[config.mk]
export PLATFORM = sky130hd
export DESIGN_NAME = lrsb_front
export DESIGN_NICKNAME = d
export VERILOG_FILES = /design/src/hdl/lrsb_pkg.sv /design/src/hdl/lrsb_front.sv
export SDC_FILE = /design/constraint.sdc
export NUM_CORES = 1
export LEC_CHECK = 0
export BUFFER_PORTS_ARGS = -buffer_cell sky130_fd_sc_hd__buf_2
export CORE_MARGIN = 2
export CORE_UTILIZATION = 47
export CTS_CLUSTER_SIZE = 25
export DETAILED_ROUTE_END_ITERATION = 6
export PLACE_DENSITY = 0.72
export SYNTH_ARGS = -nofsm -noshare
export SYNTH_HDL_FRONTEND = slang
export SYNTH_SLANG_ARGS = --single-unit
[constraint.sdc]
create_clock -name clk -period 4.1 [get_ports clk]
set_input_delay 0.41 -clock clk [delete_from_list [all_inputs] [get_ports clk]]
set_output_delay 0.41 -clock clk [all_outputs]
set_load 0.05 [all_outputs]
[src/hdl/lrsb_pkg.sv]
// ----------------------------------------------------------------------------
// lrsb_pkg
// Shared constants and types for the base-256 LSD radix sorter.
// ----------------------------------------------------------------------------
`default_nettype none
package lrsb_pkg;
  localparam int MAX_N         = 64;
  localparam int MAX_KEY_BYTES = 8;
  localparam int RADIX         = 256;
  localparam int IDX_W         = $clog2(MAX_N);
  localparam int CNT_W         = $clog2(MAX_N + 1);
  localparam int KB_W          = 4;
  localparam int DIG_W         = 8;
  localparam int KEY_W         = 64;
  localparam int TAG_W         = 16;
  localparam int QDEPTH        = 2;

  localparam logic [0:0] REG_KEY_BYTES  = 1'd0;
  localparam logic [0:0] REG_DESCENDING = 1'd1;

  typedef struct packed {
    logic [KEY_W-1:0] key;
    logic [TAG_W-1:0] tag;
    logic             last;
  } item_t;
endpackage
`default_nettype wire

[src/hdl/lrsb_front.sv]
// ----------------------------------------------------------------------------
// lrsb_front
// Input stage: a two-entry queue that takes beats and hands them on to the
// sorting core, so either side may stall without the other.
// ----------------------------------------------------------------------------
`default_nettype none
module lrsb_front (
  input  wire                 clk,
  input  wire                 rst_n,
  input  wire                 in_valid,
  output logic                in_stall,
  input  wire lrsb_pkg::item_t in_item,
  output logic                q_valid,
  input  wire                 q_take,
  output lrsb_pkg::item_t     q_item
);
  import lrsb_pkg::*;

  item_t     mem_r [QDEPTH];
  logic      wp_r, wp_nxt, rp_r, rp_nxt;
  logic [1:0] cnt_r, cnt_nxt;
  logic      push, pop;

  assign in_stall = (cnt_r == 2'd2);
  assign push     = in_valid && !in_stall;
  assign q_valid  = (cnt_r != 2'd0);
  assign pop      = q_valid && q_take;
  assign q_item   = mem_r[rp_r];

  always_comb begin
    wp_nxt  = push ? ~wp_r : wp_r;
    rp_nxt  = pop ? ~rp_r : rp_r;
    cnt_nxt = cnt_r + {1'b0, push} - {1'b0, pop};
  end

  always_ff @(posedge clk) begin
    if (!rst_n) begin
      wp_r  <= 1'b0;
      rp_r  <= 1'b0;
      cnt_r <= 2'd0;
    end else begin
      wp_r  <= wp_nxt;
      rp_r  <= rp_nxt;
      cnt_r <= cnt_nxt;
    end
  end

  always_ff @(posedge clk) begin
    if (push) mem_r[wp_r] <= in_item;
  end
endmodule
`default_nettype wire

== Word level (Yosys, flattened, before mapping) ==
Memory sizes are Yosys's and may differ from the RTL's. A register that Yosys moved wholly into a read port is not among the register bits.
Cells that the tools add are included.

* Flip-flop bits (word level): 4
* Memories kept: 1
* RAM bits: 162

* Add/sub/neg operators: 2
* Mux-type cells: 4
* Reductions and logical operators: 4
* Bitwise gates (word level): 2
* Equality and inequality tests: 1

{| class="wikitable"
|+ Memories
! name !! words !! bits a word !! read ports !! clocked after memory_dff !! wr ports !! line !! source
|-
| mem_r || 2 || 81 || 1 || 1 || 1 || lrsb_front.sv:19 || <nowiki>item_t mem_r [QDEPTH];</nowiki>
|}

{| class="wikitable"
|+ Operator list
! kind !! count
|-
| $mux W1 || 4
|-
| $add A2 B1 Y2 || 1
|-
| $eq A2 B2 Y1 const B || 1
|-
| $logic_and A1 B1 Y1 || 2
|-
| $not A1 Y1 || 2
|-
| $reduce_bool A2 Y1 || 1
|-
| $sub A2 B1 Y2 || 1
|-
| $logic_not A1 Y1 || 1
|}

== Longest topological paths before layout ==
* Word-level depth: 5
* Gate-level depth with buffers: 8
* Gate-level depth less buffers: 8

== Worst setup path after synthesis ==
No wires, ideal clock.

* Kind: register to register
* Start: register cnt_r[0]
* End: memory mem_r[0][0] in the netlist's numbering (enable)
* Setup slack: -379 ps
* Data arrival time: 3958 ps
* Stages on the path, launching flop included: 4
* Path buffers: 0
* Clock period less this slack: 4479 ps
* Library setup time: 521 ps
* Cells stage by stage: dfxtp_1 > nand2b_1 > nand2_1 > nor2_1

* Cells in the longest elaborated chain, start to end: 5

{| class="wikitable"
|+ Ends and longest elaborated chain
! what !! line !! source
|-
| from (decl) || lrsb_front.sv:21 || <nowiki>logic [1:0] cnt_r, cnt_nxt;</nowiki>
|-
| from (signal assigned) || lrsb_front.sv:44 || <nowiki>cnt_r <= cnt_nxt;</nowiki>
|-
| $eq A2 B2 Y1 || lrsb_front.sv:24 || <nowiki>assign in_stall = (cnt_r == 2'd2);</nowiki>
|-
| $logic_not A1 Y1 || lrsb_front.sv:25 || <nowiki>assign push = in_valid && !in_stall;</nowiki>
|-
| $logic_and A1 B1 Y1 || lrsb_front.sv:25 ||
|-
| $mux W1 || lrsb_front.sv:49 || <nowiki>if (push) mem_r[wp_r] <= in_item;</nowiki>
|-
| $mux W1 (implied by the code) || lrsb_front.sv:49 ||
|-
| to (decl) || lrsb_front.sv:19 ||
|}

No other way between the ends.

==> impl_metrics.csv <==
group,metric,value,unit
outcome,status,"complete, no violations",
synthesis,synth-seq-cells,167,
detailed_routing,drtIter0Drc,166,
setup_path,r2r_slack,2.02,ns
grt,overflow,0,
power_and_ir_drop,ir_drop,0.350,mV
synthesis,syn_nets,365,
power_and_ir_drop,seq_power_share,0.391,
setup_path,startpoint_type,"flip-flop",
power_and_ir_drop,p_leak,3.19,nW
synthesis,ys_warn_count,0,
grt,first_global_vias,3199,
grt,grt_max_degree,82,
power_and_ir_drop,switchingPower,2.00,mW
cells_and_area,drive_gt1_frac,0.598,
detailed_routing,vias_per_cell,4.81,
synthesis,yosys.cell_types.count,18,
flow_run,maxCapViolCount,0,
clock_network,postCtsSetupRepairBufs,0,
setup_path,critPathArrivalTime,2.30,ns
die,core_area,13300,um2
die,num_io_pins,168,
sta,timing.max_slew.rel_slack,0.251,
place,dp_hpwl,6850,um
grt,grt.total_usage,0.147,
sta,final-hold-violation-count,0,
clock_network,clock_path_buffers,2,
detailed_routing,wl_per_cell,16.5,um
detailed_routing,ant_nets,0,
clock_network,numClockSinks,167,
detailed_routing,drt_first_pass_iters,4,
sta,fin_setup_tns,0,ns
sta,tightestPinTransition,1.12,ns
power_and_ir_drop,swShare,0.341,
clock_network,hold_buffers,0,
clock_network,htreeDepth,4,
sta,rsz0062_at_grt,"no",
setup_path,worstPathMaxFanout,50,
grt,grt_pass1_wl,15900,um
sta,setup_violations,0,
sta,fin_skew,0.00774,ns
die,initial_core_util,0.486,
die,die_x,121,um
sta,max_freq,369,MHz
place,numPortBuffers,167,
setup_path,worst_setup_path_end_kind,"output port",
sta,slew_violations,0,
clock_network,root_buffer,"clkbuf_16",
die,die_y,121,um
cells_and_area,n_antenna_cell,0,
die,dieArea,14700,um2
clock_network,clkSlewWorstSetupHoldPaths,0.06,ns
sta,fin_crit_sh,0.662,
setup_path,required,3.69,ns
clock_network,cts_tree,"built",
detailed_routing,vias,3096,
power_and_ir_drop,clkPwrFrac,0.281,
power_and_ir_drop,p_int,3.87,mW
cells_and_area,area_growth,24.0,%
synthesis,syn_inst,278,
detailed_routing,drc,0,
clock_network,cts-buffers-inserted,17,
cells_and_area,final_util,0.602,
power_and_ir_drop,power.density,730,nW/um2
detailed_routing,wl,10600,um
die,std_cell_rows,42,
clock_network,cts_resized,0,
power_and_ir_drop,combPwrFrac,0.328,
synthesis,ys_seq_area_frac,0.766,
cells_and_area,fin_nets,544,
synthesis,syn_avg_cell_area,23.3,um2
synthesis,synth_area,6480,um2
clock_network,clk_latency,0.41,ns
hold_path,hold_path_class,"in2reg",
place,place.gp.congestion,0.678,
setup_path,critPathKind,"reg2out",
grt,antenna_found_initial,0,
sta,finalCriticalPeriod,2.71,ns
## state kept, by name, summed over array words and instances (netlist names), named ones only
name and flops:
wp_r 1, rp_r 1, mem_r 162, cnt_r 2
## worst max-delay path: stages, from the launching register on
cell,delay [ns]
dfxtp_4,0.97
buf_12,0.34
mux2_4,0.33
buf_2,0.21
## per-layer routing
layer | share of wire | GRT usage
met1 | 0.41 | 0.172
met2 | 0.50 | 0.243
met3 | 0.077 | 0.0555
met4 | 0.013 | 0.0654
met5 | 0 | 0
## cell usage after synthesis
cell type,n,share of area
and2_1,1,0.00097
and3_1,1,0.00097
buf_12,8,0.025
buf_6,1,0.0017
dfxtp_1,5,0.015
edfxtp_1,162,0.75
ha_1,2,0.0039
inv_1,3,0.0017
mux2_2,1,0.0017
mux2_4,80,0.19
mux2i_1,1,0.0015
nand2_1,2,0.0012
nand2b_1,2,0.0019
nor2_1,4,0.0023
o21a_1,1,0.0012
or2_2,1,0.00097
xnor2_1,2,0.0027
xor2_1,1,0.0014
## cells by family after synthesis
group	share of synthesized area
buf+inv	0.0282
simple gates	0.00830
mux	0.189
xor+xnor	0.00405
compound gates	0.00116
fa+ha+maj	0.00386
flops	0.766
## metrics by stage
stage	hold slack (ns)	instances	setup slack, ns	cell area [um2]	total power, mW
finish	0.185	644	1.39	8040	5.87
global placement	0.503	614	1.79	7420	4.26
CTS	0.162	644	1.31	8040	5.94
floorplan	0.466	278	0.981	6480	3.99
global route	0.163	644	1.25	8040	6.10
detailed placement	0.503	614	1.77	7420	4.28
## power by group through the flow
| stage | Sequential [mW] | Clock (mW) | Combinational [mW] |
|---|---|---|---|
| global route | 2.33 | 1.76 | 2.02 |
| detailed placement | 2.34 | 0 | 1.94 |
| floorplan | 2.24 | 0 | 1.75 |
| finish | 2.30 | 1.65 | 1.92 |
| CTS | 2.31 | 1.68 | 1.95 |
| global placement | 2.33 | 0 | 1.93 |
## path summary, 6_finish.rpt
| check | start | endpoint | depth (start not counted) |
|---|---|---|---|
| max | flip-flop | q_item[47] | 3 |
| min | in_item[78] | mem_r[0][78] | 1 |
| min reg2reg | rp_r | flip-flop | 2 |
| max reg2reg | cnt_r[0] | mem_r[0][35] | 4 |
## layout make-up
cell class,count,area (um2)
flip-flops and latches,167,4970
fillers,1004,5310
well taps,176,220
multi-input cells,99,1350
repair buffers,169,876
clock buffers,20,437
clock inverters,10,179
inverters,3,11.3
## cell usage in the layout, fill, tap and decap left out, drive strengths merged
| master | netlist | final |
|---|---|---|
| bufinv | 0 | 5 |
| xnor2 | 2 | 2 |
| xor2 | 1 | 1 |
| nand2 | 2 | 2 |
| buf | 9 | 169 |
| nor2 | 4 | 4 |
| and3 | 1 | 1 |
| nand2b | 2 | 2 |
| edfxtp | 162 | 162 |
| clkinv | 0 | 3 |
| inv | 3 | 3 |
| and2 | 1 | 1 |
| or2 | 1 | 1 |
| clkinvlp | 0 | 2 |
| mux2 | 81 | 81 |
| clkbuf | 0 | 20 |
| ha | 2 | 2 |
| mux2i | 1 | 1 |
| o21a | 1 | 1 |
| dfxtp | 5 | 5 |
No activity file was read; power rests on OpenSTA's default activity.
